--- src/rtl/djef_pkg.sv ---
`timescale 1ns / 1ps

package djef_pkg;

    localparam int MAX_WIDTH   = 1024;
    localparam int MAX_HEIGHT  = 1024;
    localparam int RING_LEN    = 2 * MAX_WIDTH + 3;
    localparam int SLOT_W      = $clog2(RING_LEN);
    localparam int DIM_W       = 11;
    localparam int COL_W       = $clog2(MAX_WIDTH);
    localparam int ROW_W       = $clog2(MAX_HEIGHT + 2);
    localparam int COORD_W     = 16;
    localparam int COS_W       = 15;
    localparam int CFG_IDX_W   = 2;
    localparam int CFG_DATA_W  = 15;
    localparam int QUEUE_DEPTH = 4;
    localparam int QPTR_W      = $clog2(QUEUE_DEPTH);
    localparam int NB_COUNT    = 8;
    localparam int NB_IDX_W    = $clog2(NB_COUNT);

    localparam logic [CFG_IDX_W-1:0] CFG_FRAME_WIDTH  = 2'd0;
    localparam logic [CFG_IDX_W-1:0] CFG_FRAME_HEIGHT = 2'd1;
    localparam logic [CFG_IDX_W-1:0] CFG_COS_LIMIT    = 2'd2;

    localparam logic [DIM_W-1:0] DIM_MIN    = DIM_W'(3);
    localparam logic [DIM_W-1:0] WIDTH_MAX  = DIM_W'(MAX_WIDTH);
    localparam logic [DIM_W-1:0] HEIGHT_MAX = DIM_W'(MAX_HEIGHT);

    typedef struct packed {
        logic signed [COORD_W-1:0] x;
        logic signed [COORD_W-1:0] y;
        logic signed [COORD_W-1:0] z;
    } t_point;

    typedef struct packed {
        logic   valid;
        t_point pt;
    } t_entry;

    // One accepted item, classified by the front end.
    typedef struct packed {
        t_point              pt;
        logic                flush;
        logic [SLOT_W-1:0]   slot;
        logic [DIM_W-1:0]    width;
        logic                has_center;
        logic                border;
        logic                frame_end;
    } t_task;

    typedef enum logic [2:0] {
        BK_IDLE,
        BK_CREAD,
        BK_CWAIT,
        BK_NB,
        BK_DRAIN,
        BK_EMIT
    } t_bk_state;

    function automatic logic [DIM_W-1:0] clamp_dim(input logic [DIM_W-1:0] v,
                                                   input logic [DIM_W-1:0] hi);
        return (v < DIM_MIN) ? DIM_MIN : ((v > hi) ? hi : v);
    endfunction

    // Ring slot that lies 'back' entries behind 'slot'.
    function automatic logic [SLOT_W-1:0] ring_sub(input logic [SLOT_W-1:0] slot,
                                                   input logic [SLOT_W-1:0] back);
        logic [SLOT_W:0] sum;
        if (slot >= back) begin
            sum = {1'b0, slot} - {1'b0, back};
        end else begin
            sum = {1'b0, slot} + (SLOT_W+1)'(RING_LEN) - {1'b0, back};
        end
        return sum[SLOT_W-1:0];
    endfunction

    // Distance back from the newest entry for each of the eight neighbors.
    function automatic logic [SLOT_W-1:0] nb_back(input logic [NB_IDX_W-1:0] idx,
                                                  input logic [DIM_W-1:0] width);
        logic [SLOT_W-1:0] w;
        logic [SLOT_W-1:0] r;
        w = SLOT_W'(width);
        case (idx)
            3'd0:    r = (w << 1) + SLOT_W'(2);
            3'd1:    r = (w << 1) + SLOT_W'(1);
            3'd2:    r = (w << 1);
            3'd3:    r = w + SLOT_W'(2);
            3'd4:    r = w;
            3'd5:    r = SLOT_W'(2);
            3'd6:    r = SLOT_W'(1);
            default: r = '0;
        endcase
        return r;
    endfunction

endpackage

--- src/rtl/djef_front.sv ---
`timescale 1ns / 1ps

module djef_front import djef_pkg::*; (
    input  logic                      i_clk,
    input  logic                      i_rst_n,
    input  logic [DIM_W-1:0]          i_frame_width,
    input  logic [DIM_W-1:0]          i_frame_height,
    input  logic                      i_valid,
    output logic                      o_ready,
    input  logic signed [COORD_W-1:0] i_pos_x,
    input  logic signed [COORD_W-1:0] i_pos_y,
    input  logic signed [COORD_W-1:0] i_pos_z,
    input  logic                      i_flush,
    output logic                      o_task_valid,
    input  logic                      i_task_ready,
    output t_task                     o_task
);

    logic [COL_W-1:0]  r_col, n_col;
    logic [ROW_W-1:0]  r_row, n_row;
    logic [SLOT_W-1:0] r_slot, n_slot;

    logic [DIM_W-1:0] w, h, col, row, crow, ccol, col_inc;
    logic             xfer;

    always_comb begin
        w    = clamp_dim(i_frame_width, WIDTH_MAX);
        h    = clamp_dim(i_frame_height, HEIGHT_MAX);
        col  = DIM_W'(r_col);
        row  = DIM_W'(r_row);
        xfer = i_valid && i_task_ready;

        // center point sits one row plus one point behind this item
        if (col != '0) begin
            crow = row - DIM_W'(1);
            ccol = col - DIM_W'(1);
        end else begin
            crow = row - DIM_W'(2);
            ccol = w - DIM_W'(1);
        end

        o_task.pt.x       = i_pos_x;
        o_task.pt.y       = i_pos_y;
        o_task.pt.z       = i_pos_z;
        o_task.flush      = i_flush;
        o_task.slot       = r_slot;
        o_task.width      = w;
        o_task.has_center = (row != '0) && !(row == DIM_W'(1) && col == '0);
        o_task.border     = (crow == '0) || (ccol == '0) || (ccol >= w - DIM_W'(1))
                            || (crow >= h - DIM_W'(1));
        o_task.frame_end  = (crow == h - DIM_W'(1)) && (ccol == w - DIM_W'(1));
        o_task_valid      = i_valid;
        o_ready           = i_task_ready;

        col_inc = col + DIM_W'(1);
        n_col   = r_col;
        n_row   = r_row;
        n_slot  = r_slot;
        if (xfer) begin
            n_slot = (r_slot == SLOT_W'(RING_LEN - 1)) ? '0 : r_slot + SLOT_W'(1);
            if (row >= h + DIM_W'(1)) begin
                n_col = '0;
                n_row = '0;
            end else if (col_inc >= w) begin
                n_col = '0;
                n_row = r_row + ROW_W'(1);
            end else begin
                n_col = col_inc[COL_W-1:0];
            end
        end
    end

    always_ff @(posedge i_clk) begin
        if (!i_rst_n) begin
            r_col  <= '0;
            r_row  <= '0;
            r_slot <= '0;
        end else begin
            r_col  <= n_col;
            r_row  <= n_row;
            r_slot <= n_slot;
        end
    end

endmodule

--- config.mk ---
export PLATFORM = sky130hd
export DESIGN_NAME = djef_front
export DESIGN_NICKNAME = d
export VERILOG_FILES = /design/src/rtl/djef_pkg.sv /design/src/rtl/djef_front.sv
export SDC_FILE = /design/constraint.sdc
export NUM_CORES = 1
export LEC_CHECK = 0
export BUFFER_PORTS_ARGS = -buffer_cell sky130_fd_sc_hd__buf_2
export CORE_ASPECT_RATIO = 1.75
export CORE_UTILIZATION = 52
export CTS_CLUSTER_DIAMETER = 150
export CTS_CLUSTER_SIZE = 28
export DETAILED_ROUTE_END_ITERATION = 10
export PLACE_DENSITY = 0.82
export SKIP_CTS_REPAIR_TIMING = 1
export SYNTH_ARGS = -nofsm -noshare
export SYNTH_HDL_FRONTEND = slang
export SYNTH_SLANG_ARGS = --single-unit
--- constraint.sdc ---
create_clock -name i_clk -period 4.55 [get_ports i_clk]
set_input_delay 0.2275 -clock i_clk [delete_from_list [all_inputs] [get_ports i_clk]]
set_output_delay 0.2275 -clock i_clk [all_outputs]
set_load 0.01 [all_outputs]
==> flow_metrics.py <==
metrics = {
    "floorplanning": {
        "die_h_um": 124,
        "dieArea_um2": 8940,
        "die_w_um": 71.9,
        "core.rowCount": 44,
        "ios": 152,
        "core_area_um2": 8310,
        "start_util_pct": 53.5,
    },
    "synth": {
        "synth.largest_area_cell": "ha_1",
        "yosys-top-cells-area": "ha_1 (16%), dfxtp_1 (15%), buf_4 (8.8%)",
        "synth_commonest_cells": "nor2_1 (61), nand2_1 (59), ha_1 (57)",
        "syn-cell-area_um2": 4450,
        "ys_seq_area_share_pct": 14.8,
        "synthDominantCellAreaShare_pct": 16.0,
        "synthCells": 600,
        "async_flop_share_pct": 0,
        "syn_nets": 732,
        "synth_cell_types": 61,
        "synth_flop_cell": "dfxtp_1",
        "ys_seq_elements": 33,
        "yosysMostFrequentCell": "nor2_1",
        "syn_area_per_cell_um2": 7.42,
        "yosys_warnings": 0,
        "synth_edf_count": 0,
    },
    "sta": {
        "period_minus_slack_ns": 4.30,
        "hold_violations": 0,
        "setup_tns_ns": 0,
        "relSlewSlack_pct": 31.0,
        "drv_slew": 0,
        "rsz0062_at_grt": "no",
        "finClkSkew_ns": 0.00535,
        "setup_viol": 0,
        "fmax_ghz": 0.233,
        "max_slew.worst_pin.slew_ns": 1.02,
        "finalCritPeriodShare_pct": 94.5,
    },
    "final_layout": {
        "regArea_um2": 661,
        "final_cells": 704,
        "multi_input_area_um2": 3180,
        "areaGrowthSynthToFinish_pct": 2.42,
        "diodes": 0,
        "drive_gt1_share_pct": 14.6,
        "nFillCells": 747,
        "final_nets": 720,
        "postLayoutCellArea_um2": 4560,
    },
    "placement": {
        "hpwl_mm": 8.50,
        "io_buffers": 53,
        "place_congestion": 0.926,
        "dp_cells": 696,
        "placed_area_um2": 4400,
    },
    "setup_path": {
        "cp.required_ns": 4.32,
        "path_max_fanout": 9,
        "regToRegSetupSlack_ns": 0.85,
        "startpoint_type": "input pin",
        "criticalPathCategory": "input pin to output pin",
        "worstSetupEndpointType": "output pin",
        "cp.arrival_ns": 4.07,
    },
    "detailed_routing": {
        "drc_errors": 0,
        "vias": 4092,
        "firstDrtPassIters": 4,
        "ant_nets": 0,
        "drt_iter0_drc": 188,
        "routed_wl_mm": 10.5,
        "drt-vias-per-instance": 5.81,
        "wl_per_cell_um": 15.0,
    },
    "clock_tree": {
        "clk-insertion-delay-late_ns": 0.28,
        "root_buffer": "clkbuf_16",
        "cts_tree": "yes",
        "cts_buffers": 5,
        "clk_pin_slew_ns": 0.05,
        "cts_sinks": 33,
        "clock_path_buffers": 2,
        "htree_levels": 2,
    },
    "pwr": {
        "power-per-cell-area_nw_per_um2": 198,
        "total_power_uw": 904,
        "peakVddDrop_v": 0.000193,
        "leakagePower_uw": 0.00205,
    },
    "global_route": {
        "grt_max_degree": 18,
        "grt_pass1_vias": 4048,
        "grt_pass1_wl_mm": 17.8,
        "gr-total-overflow": 0,
        "grt_use_total_pct": 24.2,
        "antenna_found_initial": 0,
    },
    "status": {
        "status": "finished clean",
    },
    "min_path": {
        "hp-class": "input pin to register",
    },
    "flow_run": {
        "drv_cap": 0,
    },
}
-- power breakdown --
part | total (uW) | internal (uW) | switching [uW]
Sequential | 298 | 292 | 5.61
Clock | 346 | 231 | 115
Combinational | 260 | 107 | 153
-- final cells by class --
| type | instances | area share, % |
|---|---|---|
| well taps | 115 | 3.16 |
| repair buffers | 59 | 6.81 |
| clock inverters | 1 | 0.110 |
| clock buffers | 7 | 3.35 |
| multi-input cells | 460 | 69.7 |
| flip-flops and latches | 33 | 14.5 |
| inverters | 29 | 2.39 |
-- path summary, 6_finish.rpt --
path,startpoint,endpoint,cells after the start
min,i_rst_n,r_col[1],2
max reg2reg,r_col[0],r_row[9],15
max,i_frame_width[3],o_task[1],19
min reg2reg,r_slot[11],r_slot[11],2
-- state kept, by name, summed over array words and instances (netlist names) --
name and cells:
r_slot 12, r_row 11, r_col 10
-- cells by family after synthesis --
family | Yosys count | share of synthesized area [%]
AOI/OAI and AO/OA | 98 | 14.5
xor gates and xnor gates | 60 | 11.8
adders and majority gates | 57 | 16.0
buffers and inverters | 107 | 13.9
DFF | 33 | 14.8
muxes | 5 | 1.21
and+or+nand+nor | 240 | 27.8
-- metrics by stage --
stage          utilization (%)  hold slack (ns)  worst slack, ns
2_1_floorplan                -            0.356            0.366
5_1_grt                   54.8            0.297           0.0353
6_report                  54.8            0.274            0.252
3_5_place_dp              52.9            0.455          -0.0429
4_1_cts                   54.8            0.275          -0.0678
3_3_place_gp              52.9            0.455           0.0707
-- per-layer routing --
metal	track usage (%)	vias to the layer above	wire, um	part of all wire, %
li1	-	2007	-	-
met1	25.0	1876	4000	38
met2	45.2	148	5610	53
met3	2.59	61	402	3.8
met4	13.7	0	523	5.0
met5	0	-	0	0
-- worst max-delay path, cell delays in order --
cell and delay, ns:
buf_2 0.13, or3_1 0.56, nor2_8 0.20, o21ai_0 0.21, ha_2 0.33, nand3_1 0.10, o21a_1 0.13, o22ai_2 0.09
nor2b_1 0.14, o21ai_1 0.23, ha_1 0.29, and4_1 0.22, nand2_1 0.08, nor3_1 0.07, a2111oi_1 0.37, o211ai_1 0.16
a31oi_1 0.24, o41ai_2 0.12, buf_2 0.15
-- cell usage in the layout (no fill, tap or decap), types with 14 or more instances in the layout --
cell type,instances
inv_1,29
xor2_1,24
nand2_1,59
nor3_1,20
dfxtp_1,33
o21ai_0,16
nor2b_1,14
nor2_1,61
buf_2,53
a21oi_1,32
xnor2_1,36
ha_1,56
nand3_1,20
nand4_1,15
Note: power is estimated with default switching activity, not from simulation.
