## config.mk

```make
export PLATFORM = sky130hd
export DESIGN_NAME = djef_queue
export DESIGN_NICKNAME = d
export VERILOG_FILES = /design/src/rtl/djef_pkg.sv /design/src/rtl/djef_queue.sv
export SDC_FILE = /design/constraint.sdc
export NUM_CORES = 1
export LEC_CHECK = 0
export BUFFER_PORTS_ARGS = -buffer_cell sky130_fd_sc_hd__buf_2
export CORE_ASPECT_RATIO = 1.5
export CORE_MARGIN = 8
export CORE_UTILIZATION = 51
export CTS_BUF_LIST = sky130_fd_sc_hd__clkbuf_16
export DETAILED_ROUTE_END_ITERATION = 10
export GPL_ROUTABILITY_DRIVEN = 1
export GPL_TIMING_DRIVEN = 0
export HOLD_SLACK_MARGIN = 0.08
export PLACE_DENSITY = 0.81
export SETUP_SLACK_MARGIN = 0.3
export SLEW_MARGIN = 20
export SYNTH_ARGS = -nofsm -noshare
export SYNTH_HDL_FRONTEND = slang
export SYNTH_SLANG_ARGS = --single-unit
export TNS_END_PERCENT = 100
```

## constraint.sdc

```tcl
create_clock -name i_clk -period 3.2 [get_ports i_clk]
set_input_delay 0.32 -clock i_clk [delete_from_list [all_inputs] [get_ports i_clk]]
set_output_delay 0.32 -clock i_clk [all_outputs]
set_load 0.01 [all_outputs]
```

## src/rtl/djef_pkg.sv

```systemverilog
`timescale 1ns / 1ps

package djef_pkg;

    localparam int MAX_WIDTH   = 1024;
    localparam int MAX_HEIGHT  = 1024;
    localparam int RING_LEN    = 2 * MAX_WIDTH + 3;
    localparam int SLOT_W      = $clog2(RING_LEN);
    localparam int DIM_W       = 11;
    localparam int COL_W       = $clog2(MAX_WIDTH);
    localparam int ROW_W       = $clog2(MAX_HEIGHT + 2);
    localparam int COORD_W     = 16;
    localparam int COS_W       = 15;
    localparam int CFG_IDX_W   = 2;
    localparam int CFG_DATA_W  = 15;
    localparam int QUEUE_DEPTH = 4;
    localparam int QPTR_W      = $clog2(QUEUE_DEPTH);
    localparam int NB_COUNT    = 8;
    localparam int NB_IDX_W    = $clog2(NB_COUNT);

    localparam logic [CFG_IDX_W-1:0] CFG_FRAME_WIDTH  = 2'd0;
    localparam logic [CFG_IDX_W-1:0] CFG_FRAME_HEIGHT = 2'd1;
    localparam logic [CFG_IDX_W-1:0] CFG_COS_LIMIT    = 2'd2;

    localparam logic [DIM_W-1:0] DIM_MIN    = DIM_W'(3);
    localparam logic [DIM_W-1:0] WIDTH_MAX  = DIM_W'(MAX_WIDTH);
    localparam logic [DIM_W-1:0] HEIGHT_MAX = DIM_W'(MAX_HEIGHT);

    typedef struct packed {
        logic signed [COORD_W-1:0] x;
        logic signed [COORD_W-1:0] y;
        logic signed [COORD_W-1:0] z;
    } t_point;

    typedef struct packed {
        logic   valid;
        t_point pt;
    } t_entry;

    // One accepted item, classified by the front end.
    typedef struct packed {
        t_point              pt;
        logic                flush;
        logic [SLOT_W-1:0]   slot;
        logic [DIM_W-1:0]    width;
        logic                has_center;
        logic                border;
        logic                frame_end;
    } t_task;

    typedef enum logic [2:0] {
        BK_IDLE,
        BK_CREAD,
        BK_CWAIT,
        BK_NB,
        BK_DRAIN,
        BK_EMIT
    } t_bk_state;

    function automatic logic [DIM_W-1:0] clamp_dim(input logic [DIM_W-1:0] v,
                                                   input logic [DIM_W-1:0] hi);
        return (v < DIM_MIN) ? DIM_MIN : ((v > hi) ? hi : v);
    endfunction

    // Ring slot that lies 'back' entries behind 'slot'.
    function automatic logic [SLOT_W-1:0] ring_sub(input logic [SLOT_W-1:0] slot,
                                                   input logic [SLOT_W-1:0] back);
        logic [SLOT_W:0] sum;
        if (slot >= back) begin
            sum = {1'b0, slot} - {1'b0, back};
        end else begin
            sum = {1'b0, slot} + (SLOT_W+1)'(RING_LEN) - {1'b0, back};
        end
        return sum[SLOT_W-1:0];
    endfunction

    // Distance back from the newest entry for each of the eight neighbors.
    function automatic logic [SLOT_W-1:0] nb_back(input logic [NB_IDX_W-1:0] idx,
                                                  input logic [DIM_W-1:0] width);
        logic [SLOT_W-1:0] w;
        logic [SLOT_W-1:0] r;
        w = SLOT_W'(width);
        case (idx)
            3'd0:    r = (w << 1) + SLOT_W'(2);
            3'd1:    r = (w << 1) + SLOT_W'(1);
            3'd2:    r = (w << 1);
            3'd3:    r = w + SLOT_W'(2);
            3'd4:    r = w;
            3'd5:    r = SLOT_W'(2);
            3'd6:    r = SLOT_W'(1);
            default: r = '0;
        endcase
        return r;
    endfunction

endpackage

```

## src/rtl/djef_queue.sv

```systemverilog
`timescale 1ns / 1ps

module djef_queue import djef_pkg::*; (
    input  logic  i_clk,
    input  logic  i_rst_n,
    input  logic  i_push_valid,
    output logic  o_push_ready,
    input  t_task i_push_data,
    output logic  o_pop_valid,
    input  logic  i_pop_ready,
    output t_task o_pop_data
);

    t_task             r_buf [QUEUE_DEPTH];
    logic [QPTR_W-1:0] r_wptr, r_rptr;
    logic [QPTR_W:0]   r_count;
    logic              push, pop;

    assign o_push_ready = (r_count != (QPTR_W+1)'(QUEUE_DEPTH));
    assign o_pop_valid  = (r_count != '0);
    assign o_pop_data   = r_buf[r_rptr];
    assign push         = i_push_valid && o_push_ready;
    assign pop          = o_pop_valid && i_pop_ready;

    always_ff @(posedge i_clk) begin
        if (push) begin
            r_buf[r_wptr] <= i_push_data;
        end
    end

    always_ff @(posedge i_clk) begin
        if (!i_rst_n) begin
            r_wptr  <= '0;
            r_rptr  <= '0;
            r_count <= '0;
        end else begin
            if (push) begin
                r_wptr <= r_wptr + QPTR_W'(1);
            end
            if (pop) begin
                r_rptr <= r_rptr + QPTR_W'(1);
            end
            if (push && !pop) begin
                r_count <= r_count + (QPTR_W+1)'(1);
            end else if (pop && !push) begin
                r_count <= r_count - (QPTR_W+1)'(1);
            end
        end
    end

endmodule

```

==> results by group, run 1 <==
Run status
  • Result of the run: finished clean

Setup path
  • Cell type of the slowest stage on the worst timing path: sky130_fd_sc_hd__mux4_2
  • WP data arrival: 2.07 ns
  • Crit Path Max Fanout: 10
  • Cell family with the largest share of critical-path delay: buffers and inverters
  • Critical path capture point type: output port
  • Cell breakdown of the critical path: buf_2, buf_2, mux4_2, buf_2
  • Most repeated library cell on the critical path: sky130_fd_sc_hd__buf_2
  • Register-to-Register Setup Slack: 0.81 ns
  • Longest individual stage delay on the worst path: 0.38 ns
  • Depth of the worst register-to-register path: 8
  • Number of buffers and inverters on the critical path: 3
  • R2r startpoint: r_count[0]
  • Critical path class: flop to output port
  • Critical path data required time: 2.88 ns
  • Startpoint class of the critical path: flop
  • Worst reg2reg endpoint: r_count[2]

Detailed routing
  • Routed WL: 22.1 mm
  • First-pass DRT Iterations: 6
  • DRC errors left: 0
  • Number of nets with antenna violations after routing: 0
  • Routed via count: 5413
  • Wire length per cell after detailed routing: 22.1 um
  • First DRT Iteration DRCs: 395
  • Vias per inst: 5.42

Yosys
  • Number of storage elements in the synthesis netlist: 309
  • Area share of the largest cell type after synthesis: 79.7%
  • Library cell with the largest summed area after synthesis: sky130_fd_sc_hd__edfxtp_1
  • Synth area leaders: sky130_fd_sc_hd__edfxtp_1 (80%), sky130_fd_sc_hd__mux4_2 (15%), sky130_fd_sc_hd__dfxtp_1 (1.6%)
  • Number of enable flip-flop cells after synthesis: 300
  • Synthesized netlist cell count: 439
  • Synthesized area divided by synthesized cell count: 25.7 um2
  • Post-Syn Nets: 524
  • Count of distinct cell types in the synthesized netlist: 23
  • Combined area of all synthesized cells: 11300 um2
  • Most frequently used flop master after synthesis: sky130_fd_sc_hd__edfxtp_1
  • Number of warnings issued by yosys: 0
  • Share of the yosys chip area belonging to registers: 81.3%
  • FFs w/ async S/R, synth: 0%

Place
  • Dpl cells: 869
  • Number of buffer cells added on primary ports: 154
  • DP HPWL: 13.7 mm
  • Weighted congestion reported at the end of routability-driven placement: 0.688

Clocking
  • Number of H-tree branching levels: 1
  • Worst-path clk slew: 0.06 ns
  • Total number of clock tree sinks: 309
  • Maximum clock insertion buffer count: 3
  • Setup Buffers After CTS: 0
  • CTS Root Cell: sky130_fd_sc_hd__clkbuf_16
  • TritonCTS clock tree: done
  • Count of cells resized by post-cts repair: 0
  • Clock insertion delay at the later pin of the skew report: 0.52 ns
  • Clock buffers created by TritonCTS: 28

Finish
  • Final-stage net count: 787
  • Final-layout fill cell count: 1384
  • Fraction of final layout cells with drive strength greater than 1: 39.8%
  • Post-layout util: 65.1%
  • Synthesis-to-finish area growth: 25.1%
  • Non-filler instance count after layout: 999

Hold path
  • Hold_sp: i_rst_n
  • Hold worst-path end: r_wptr[0]
  • Hold Path Class: input port to flop
  • Worst hold path stage count: 3

Die
  • Placeable core region: 21700 um2
  • Number of top-level design ports: 156
  • Chip Height: 198 um
  • Starting density of the core: 52.0%
  • DIE AREA: 27300 um2
  • Cell Rows: 66
  • DIE WIDTH: 138 um

STA
  • Final Hold Violating Endpoints: 0
  • Slew HR: 56.2%
  • Post-Route Skew: 0.00643 ns
  • Tightest Pin Transition: 0.657 ns
  • Sum Neg Setup Slack: 0 ns
  • Pins Over Slew Limit: 0
  • Maximum clock frequency: 419 MHz
  • Final setup violation count: 0
  • Unrepaired setup endpoints after global routing: false
  • Tmin final: 2.39 ns
  • Final clock period utilization by the worst path: 74.6%

Global route
  • GRT Resource Usage Total: 16.1%
  • Vias in the first global route: 6064
  • Pin count of the biggest net entering global routing: 48
  • Antenna violations before repair: 3
  • Total congestion overflow: 0
  • Wire length of the first global-routing pass: 33.4 mm

Power
  • Static leakage: 4.86 nW
  • Maximum vdd drop: 0.529 mV
  • Power density over the cells: 759 nW/um2

Run
  • Max Cap Viol: 0
-- routing by layer --
metal	track usage (%)	share of wire (%)	up-vias
met3	2.18	5.0	34
met1	17.8	36	2790
met2	30.5	57	177
li1	-	-	2412
met5	0	0	-
met4	5.01	2.1	0
-- worst max path at each step --
stage | start | end | cells after the start
finish | flop | o_pop_data[42] | 4
detailed placement | r_count[0] | r_count[2] | 8
global route | flop | o_pop_data[44] | 4
global placement | r_count[0] | r_buf[1][15] | 3
CTS | flop | o_pop_data[42] | 4
floorplan | r_count[0] | r_buf[0][0] | 3
-- flip-flops by register name, summed over array words and instances (netlist names), named ones only --
register,cells
r_buf,300
r_count,3
r_rptr,2
r_wptr,2
-- final cells by class --
class	count	area, um2	share of cell area [%]
Tap cell	272	340	2.41
Clock inverter	23	124	0.876
Clock buffer	29	726	5.13
Multi-Input combinational cell	110	1980	14.0
Inverter	3	11.3	0.0797
Sequential cell	309	9190	65.0
Buffer	17	124	0.876
Timing Repair Buffer	233	1630	11.5
Antenna cell	3	7.51	0.0531
-- placed cells by master, fill, tap and decap left out, types with 4 or more instances in the layout --
master / synthesis / routed
sky130_fd_sc_hd__nand2_1: 5 / 5
sky130_fd_sc_hd__mux4_2: 75 / 75
sky130_fd_sc_hd__buf_2: 6 / 160
sky130_fd_sc_hd__edfxtp_1: 300 / 300
sky130_fd_sc_hd__ha_1: 5 / 5
sky130_fd_sc_hd__buf_16: 0 / 4
sky130_fd_sc_hd__inv_1: 3 / 16
sky130_fd_sc_hd__and2_4: 0 / 4
sky130_fd_sc_hd__buf_6: 6 / 6
sky130_fd_sc_hd__dlygate4sd3_1: 0 / 75
sky130_fd_sc_hd__dfxtp_1: 9 / 9
sky130_fd_sc_hd__clkinv_1: 0 / 4
sky130_fd_sc_hd__and2_1: 8 / 4
sky130_fd_sc_hd__clkbuf_16: 0 / 29
-- report_power, final --
group / internal, mW / switching (mW) / total, mW
combinational: 1.31 / 1.32 / 2.64
clock: 1.71 / 1.34 / 3.05
sequential: 4.91 / 0.132 / 5.04
-- worst min-delay path: stages --
cell and delay (ns):
sky130_fd_sc_hd__clkbuf_1 0.17, sky130_fd_sc_hd__nand2_1 0.11, sky130_fd_sc_hd__mux2i_1 0.05
-- cell families after synthesis --
| group | share of synthesized area (%) |
|---|---|
| multiplexers | 15.2 |
| buffers and inverters | 1.20 |
| XOR/XNOR | 0.310 |
| AND/OR/NAND/NOR | 0.809 |
| flip-flops | 81.3 |
| AO/OA/AOI/OAI | 0.399 |
| adder cells (fa/ha/maj) | 0.731 |
-- per-stage QoR --
stage	power, mW	hold WS (ns)	instance area [um2]	worst slack [ns]
3_5_place_dp	7.74	0.495	12500	0.867
2_1_floorplan	6.76	0.419	11300	0.978
4_1_cts	10.9	0.156	14100	0.764
5_1_grt	11.2	0.216	14100	0.674
3_3_place_gp	7.61	0.480	12400	0.314
6_report	10.7	0.179	14100	0.812
-- repair_timing --
item                                    in CTS  in global routing
hold endpoints to repair                   300                  0
endpoints found under the setup margin       0                  0
hold buffers                                75                  0
-- Yosys cell counts (2+ instances only) --
cell and instances:
sky130_fd_sc_hd__buf_6 6, sky130_fd_sc_hd__ha_1 5, sky130_fd_sc_hd__and2_1 8, sky130_fd_sc_hd__edfxtp_1 300, sky130_fd_sc_hd__buf_4 2, sky130_fd_sc_hd__mux2i_1 3, sky130_fd_sc_hd__dfxtp_1 9, sky130_fd_sc_hd__or3_1 2
sky130_fd_sc_hd__clkbuf_1 3, sky130_fd_sc_hd__nand2_1 5, sky130_fd_sc_hd__mux4_2 75, sky130_fd_sc_hd__buf_2 6, sky130_fd_sc_hd__inv_1 3, sky130_fd_sc_hd__xnor2_1 3
Note: power is estimated with default switching activity, not from simulation.
==> run 2: changes to the inputs <==
clock period = 2.1 ns   (was 3.2 ns; I/O delays follow)
==> run 2 against run 1 <==
Compared with the run above: the run now ends with setup timing left; sequential cell count is the same; setup slack lost 0.90 ns; combinational power grew 110%; via count grew 5.2%; critical endpoint is now o_pop_data[26]; highest routed layer unchanged.
==> results by group, run 2 (synthesis gave the netlist of run 1 again) <==
Run status
  • Result of the run: finished with violations
  • Violations in the final reports: setup timing

Setup path
  • R2r startpoint: r_count[0]
  • Critical path data required time: 1.89 ns
  • Most repeated library cell on the critical path: sky130_fd_sc_hd__clkbuf_16
  • Startpoint class of the critical path: flop
  • Worst reg2reg endpoint: r_count[2]
  • Longest individual stage delay on the worst path: 0.53 ns
  • Cell type of the slowest stage on the worst timing path: sky130_fd_sc_hd__mux4_2
  • Depth of the worst register-to-register path: 7
  • Critical path capture point type: output port
  • Cell family with the largest share of critical-path delay: multiplexers
  • Cell breakdown of the critical path: clkbuf_16, clkbuf_16, mux4_2, buf_6
  • Number of buffers and inverters on the critical path: 3
  • Critical path class: flop to output port
  • WP data arrival: 1.98 ns
  • Register-to-Register Setup Slack: 0.19 ns
  • Crit Path Max Fanout: 5

Die
  • DIE WIDTH: 138 um
  • Number of top-level design ports: 156
  • Chip Height: 198 um
  • Starting density of the core: 52.0%
  • DIE AREA: 27300 um2
  • Placeable core region: 21700 um2
  • Cell Rows: 66

Finish
  • Final-layout fill cell count: 1300
  • Summed area of non-filler cells in the final layout: 14900 um2
  • Synthesis-to-finish area growth: 32.0%
  • Commonest non-fill, non-tap cells in the layout: sky130_fd_sc_hd__edfxtp_1 (300), sky130_fd_sc_hd__buf_2 (106), sky130_fd_sc_hd__dlygate4sd3_1 (76)
  • Combined area of the multi-input logic cells: 2130 um2
  • Leading cell type in the layout, fill and taps excluded: sky130_fd_sc_hd__edfxtp_1
  • Fraction of final layout cells with drive strength greater than 1: 43.5%
  • Flip-flop count of the largest register after layout: 300
  • Final-stage net count: 813
  • Footprint of the flip-flops and latches: 9200 um2
  • Largest registers in the final layout: r_buf (300), r_count (3)
  • Largest Register: r_buf

Detailed routing
  • Vias per inst: 5.57
  • First DRT Iteration DRCs: 423
  • Wire length per cell after detailed routing: 26.2 um
  • Number of nets with antenna violations after routing: 0
  • DRC errors left: 0
  • Routed WL: 26.7 mm
  • Routed via count: 5693
  • First-pass DRT Iterations: 5

Clocking
  • Worst-path clk slew: 0.06 ns
  • Clock insertion delay at the later pin of the skew report: 0.54 ns
  • Total number of clock tree sinks: 309
  • Maximum clock insertion buffer count: 3
  • Number of H-tree branching levels: 1
  • Clock buffers created by TritonCTS: 29
  • CTS Root Cell: sky130_fd_sc_hd__clkbuf_16
  • TritonCTS clock tree: done

STA
  • Final setup violation count: 72
  • Post-route setup slack: -0.0852 ns
  • Slew HR: 63.0%
  • Final clock period utilization by the worst path: 104%
  • Post-Route Skew: 0.0215 ns
  • Final Hold Violating Endpoints: 0
  • Tightest Pin Transition: 0.556 ns
  • Post-route worst hold slack: 0.163 ns
  • Pins Over Slew Limit: 0
  • Unrepaired setup endpoints after global routing: true
  • Tmin final: 2.19 ns
  • Sum Neg Setup Slack: -2.14 ns
  • Maximum clock frequency: 458 MHz

Power
  • Static leakage: 5.13 nW
  • Post-route total power: 18.2 mW
  • Power density over the cells: 1220 nW/um2
  • Maximum vdd drop: 0.968 mV

Place
  • Number of buffer cells added on primary ports: 154
  • Weighted congestion reported at the end of routability-driven placement: 0.687
  • DP HPWL: 13.2 mm
  • Place WS: -0.0752 ns
  • Placement-stage cell area: 12500 um2

Run
  • Max Cap Viol: 0

Hold path
  • Hold_sp: i_pop_ready
  • Hold Path Class: input port to flop
  • Worst hold path stage count: 4

Global route
  • Antenna violations before repair: 1
  • Vias in the first global route: 6370
  • Total congestion overflow: 0
  • Wire length of the first global-routing pass: 37.0 mm
  • GRT Resource Usage Total: 18.3%
  • Pin count of the biggest net entering global routing: 39
run 2: changes by cell type in the layout (fill, tap and decap cells not counted), sizes merged, moves of 2 or more:
cell / previous run / this run
and2: 8 / 20
clkinv: 7 / 18
inv: 16 / 6
buf: 172 / 180
clkbuf: 32 / 36
clkinvlp: 2 / 0
diode: 3 / 1
run 2: stage by stage:
stage / utilization (%) / instances
finish: 68.7 / 1022
global route: 68.7 / 1022
CTS: 67.4 / 1009
detailed placement: 57.4 / 865
global placement: 57.4 / 865
floorplan: - / 439
run 2: worst max-delay path by stage:
stage	from	endpoint	slack [ns]	depth (start not counted)
6_report	flop	o_pop_data[26]	-0.09	4
5_1_grt	flop	o_pop_data[26]	-0.14	4
4_1_cts	flop	o_pop_data[55]	-0.08	4
3_5_place_dp	r_count[0]	r_buf[2][48]	-0.08	3
3_3_place_gp	r_count[0]	r_buf[0][48]	0.0005	3
2_1_floorplan	r_count[1]	r_count[2]	0.27	7
run 2: area by class of cell:
cell class,instances,area share [%]
antenna,1,0.0168
timing repair buffer,246,14.2
inverter,3,0.0755
multi-input combinational,122,14.3
buffer,17,1.43
sequential,309,61.7
clock buffer,29,4.87
clock inverter,23,1.12
tap,272,2.28
run 2: power by group:
part	internal, mW	switching (mW)
combinational	3.08	2.47
sequential	7.50	0.244
clock	2.76	2.14
run 2: what timing repair did:
| action | 4_1_cts | 5_1_grt |
|---|---|---|
| hold buffers | 76 | 0 |
| resized for setup | 75 | 25 |
| endpoints found under the hold margin | 309 | 0 |
| gates cloned | 7 | 12 |
| pin swaps | 9 | 0 |
| setup buffers | 9 | 0 |
| endpoints found under the setup margin | 376 | 376 |
run 2: worst reg2reg max path: cells and delay by family, from the launching register on:
family,cells,cell delay (ns)
AOI/OAI and AO/OA,2,0.43
and+or+nand+nor,1,0.31
buffers and inverters,1,0.04
DFF,1,0.37
adders and majority gates,2,0.55
xor gates and xnor gates,1,0.16
run 2: routing by layer:
| metal | GRT usage (%) | wire length, um |
|---|---|---|
| met1 | 20.0 | 9630 |
| met2 | 34.8 | 15200 |
| met3 | 3.04 | 1400 |
| met4 | 5.74 | 533 |
| met5 | 0 | 0 |
==> run 3: changes to the inputs <==
CORE_MARGIN = default   (was 8)
CTS_CLUSTER_SIZE = 14   (was default)
==> run 3 against run 2 <==
Compared with the run above: the flow still finishes with violations (setup timing); design area shrank 1.9%; core utilization shrank 1.3 points; hold slack gained 0.016 ns; clock skew shrank 0.0059 ns; global-route usage grew 0.49 points; via count shrank 3.1%; sequential share of layout area grew 1.2 points.
==> results by group, run 3 (synthesis gave the netlist of run 1 again) <==
STA
  • Post-Route Skew: 0.0156 ns
  • Tightest Pin Transition: 0.530 ns
  • Final setup violation count: 13
  • Sum Neg Setup Slack: -0.148 ns
  • Unrepaired setup endpoints after global routing: true
  • Final clock period utilization by the worst path: 101%
  • Pins Over Slew Limit: 0
  • Post-route worst hold slack: 0.180 ns
  • Slew HR: 64.6%
  • Maximum clock frequency: 471 MHz
  • Post-route setup slack: -0.0217 ns
  • Final Hold Violating Endpoints: 0
  • Tmin final: 2.12 ns

Clocking
  • Number of H-tree branching levels: 1
  • Maximum clock insertion buffer count: 3
  • Worst-path clk slew: 0.07 ns
  • Total number of clock tree sinks: 309
  • Clock buffers created by TritonCTS: 27
  • CTS Root Cell: sky130_fd_sc_hd__clkbuf_16
  • Clock insertion delay at the later pin of the skew report: 0.53 ns
  • TritonCTS clock tree: done

Global route
  • Pin count of the biggest net entering global routing: 76
  • Vias in the first global route: 5957
  • Antenna violations before repair: 2
  • Total congestion overflow: 0
  • GRT Resource Usage Total: 18.8%
  • Wire length of the first global-routing pass: 31.7 mm

Setup path
  • Depth of the worst register-to-register path: 7
  • Critical path data required time: 1.89 ns
  • WP data arrival: 1.91 ns
  • Critical path class: flop to output port
  • Startpoint class of the critical path: flop
  • Critical path capture point type: output port
  • Crit Path Max Fanout: 10

Hold path
  • Hold Path Class: input port to flop
  • Worst hold path stage count: 4

Die
  • Placeable core region: 21700 um2
  • Number of top-level design ports: 156
  • Starting density of the core: 52.0%
  • Chip Height: 184 um
  • DIE AREA: 22800 um2
  • DIE WIDTH: 124 um
  • Cell Rows: 66

Run status
  • Violations in the final reports: setup timing
  • Result of the run: finished with violations

Detailed routing
  • Number of nets with antenna violations after routing: 0
  • Vias per inst: 5.47
  • Wire length per cell after detailed routing: 22.3 um
  • Routed via count: 5518
  • First DRT Iteration DRCs: 291
  • Routed WL: 22.5 mm
  • First-pass DRT Iterations: 4
  • DRC errors left: 0

Place
  • Weighted congestion reported at the end of routability-driven placement: 0.695
  • DP HPWL: 12.0 mm
  • Place WS: -0.0580 ns
  • Number of buffer cells added on primary ports: 154

Finish
  • Post-layout util: 67.4%
  • Fraction of final layout cells with drive strength greater than 1: 42.9%
  • Leading cell type in the layout, fill and taps excluded: sky130_fd_sc_hd__edfxtp_1
  • Final-layout fill cell count: 1320
  • Largest registers in the final layout: r_buf (300), r_count (3)
  • Synthesis-to-finish area growth: 29.5%
  • Combined area of the multi-input logic cells: 2060 um2
  • Final-stage net count: 808
  • Footprint of the flip-flops and latches: 9200 um2
  • Commonest non-fill, non-tap cells in the layout: sky130_fd_sc_hd__edfxtp_1 (300), sky130_fd_sc_hd__buf_2 (115), sky130_fd_sc_hd__dlygate4sd3_1 (76)
  • Flip-flop count of the largest register after layout: 300
  • Largest Register: r_buf

Run
  • Max Cap Viol: 0

Power
  • Power density over the cells: 1160 nW/um2
  • Maximum vdd drop: 0.955 mV
  • Static leakage: 5.03 nW
[run 3: cell types whose count changed in the layout (fill, tap and decap cells not counted), sizes merged]
cell / delta
clkinvlp: +1
inv: +4
clkbuf: -5
clkinv: -11
bufinv: -2
buf: +8
and2: -8
[run 3: report_power, final]
group / internal, mW / switching [mW] / leakage [nW]
Sequential: 7.50 / 0.216 / 2.83
Clock: 2.30 / 1.97 / 0.385
Combinational: 2.77 / 2.25 / 1.82
Total: 12.6 / 4.43 / 5.03
[run 3: repair_timing]
item                                    4_1_cts  5_1_grt
endpoints found under the setup margin      376      241
hold buffers                                 76        0
gates resized for setup                      30       43
hold endpoints to repair                    306        0
gates cloned                                  1        5
setup buffers                                 2       13
pin swaps                                     1        9
[run 3: worst paths after layout]
check | start | end | slack (ns)
max | flop | o_pop_data[21] | -0.02
min | i_pop_ready | r_rptr[1] | 0.18
max reg2reg | r_count[1] | r_count[2] | 0.10
min reg2reg | r_wptr[0] | r_wptr[0] | 0.51
[run 3: critical path, stage by stage (launching register included)]
cell	delay [ns]
sky130_fd_sc_hd__dfxtp_4	0.37
sky130_fd_sc_hd__buf_12	0.16
sky130_fd_sc_hd__buf_12	0.16
sky130_fd_sc_hd__mux4_2	0.54
sky130_fd_sc_hd__buf_6	0.14
[run 3: per-stage QoR]
stage,cells,power (mW),cell area (um2)
3_5_place_dp,865,11.8,12500
2_1_floorplan,439,10.4,11400
6_report,1009,17.0,14600
4_1_cts,986,16.4,14100
3_3_place_gp,865,11.6,12500
5_1_grt,1009,17.7,14600
[run 3: layer usage]
layer	vias to the layer above	global-route usage (%)	part of all wire [%]
met2	159	35.1	58
met3	48	3.09	4.4
met4	2	6.70	2.8
met1	2869	21.2	35
met5	-	0	0.058
li1	2440	-	-
[run 3: cell type report]
| class | instances | share of cell area, % |
|---|---|---|
| antenna | 1 | 0.0171 |
| tap | 272 | 2.33 |
| multi-input combinational | 114 | 14.1 |
| sequential | 309 | 62.9 |
| buffer | 17 | 1.45 |
| timing repair buffer | 251 | 14.1 |
| clock buffer | 27 | 4.62 |
| clock inverter | 15 | 0.462 |
| inverter | 3 | 0.0770 |
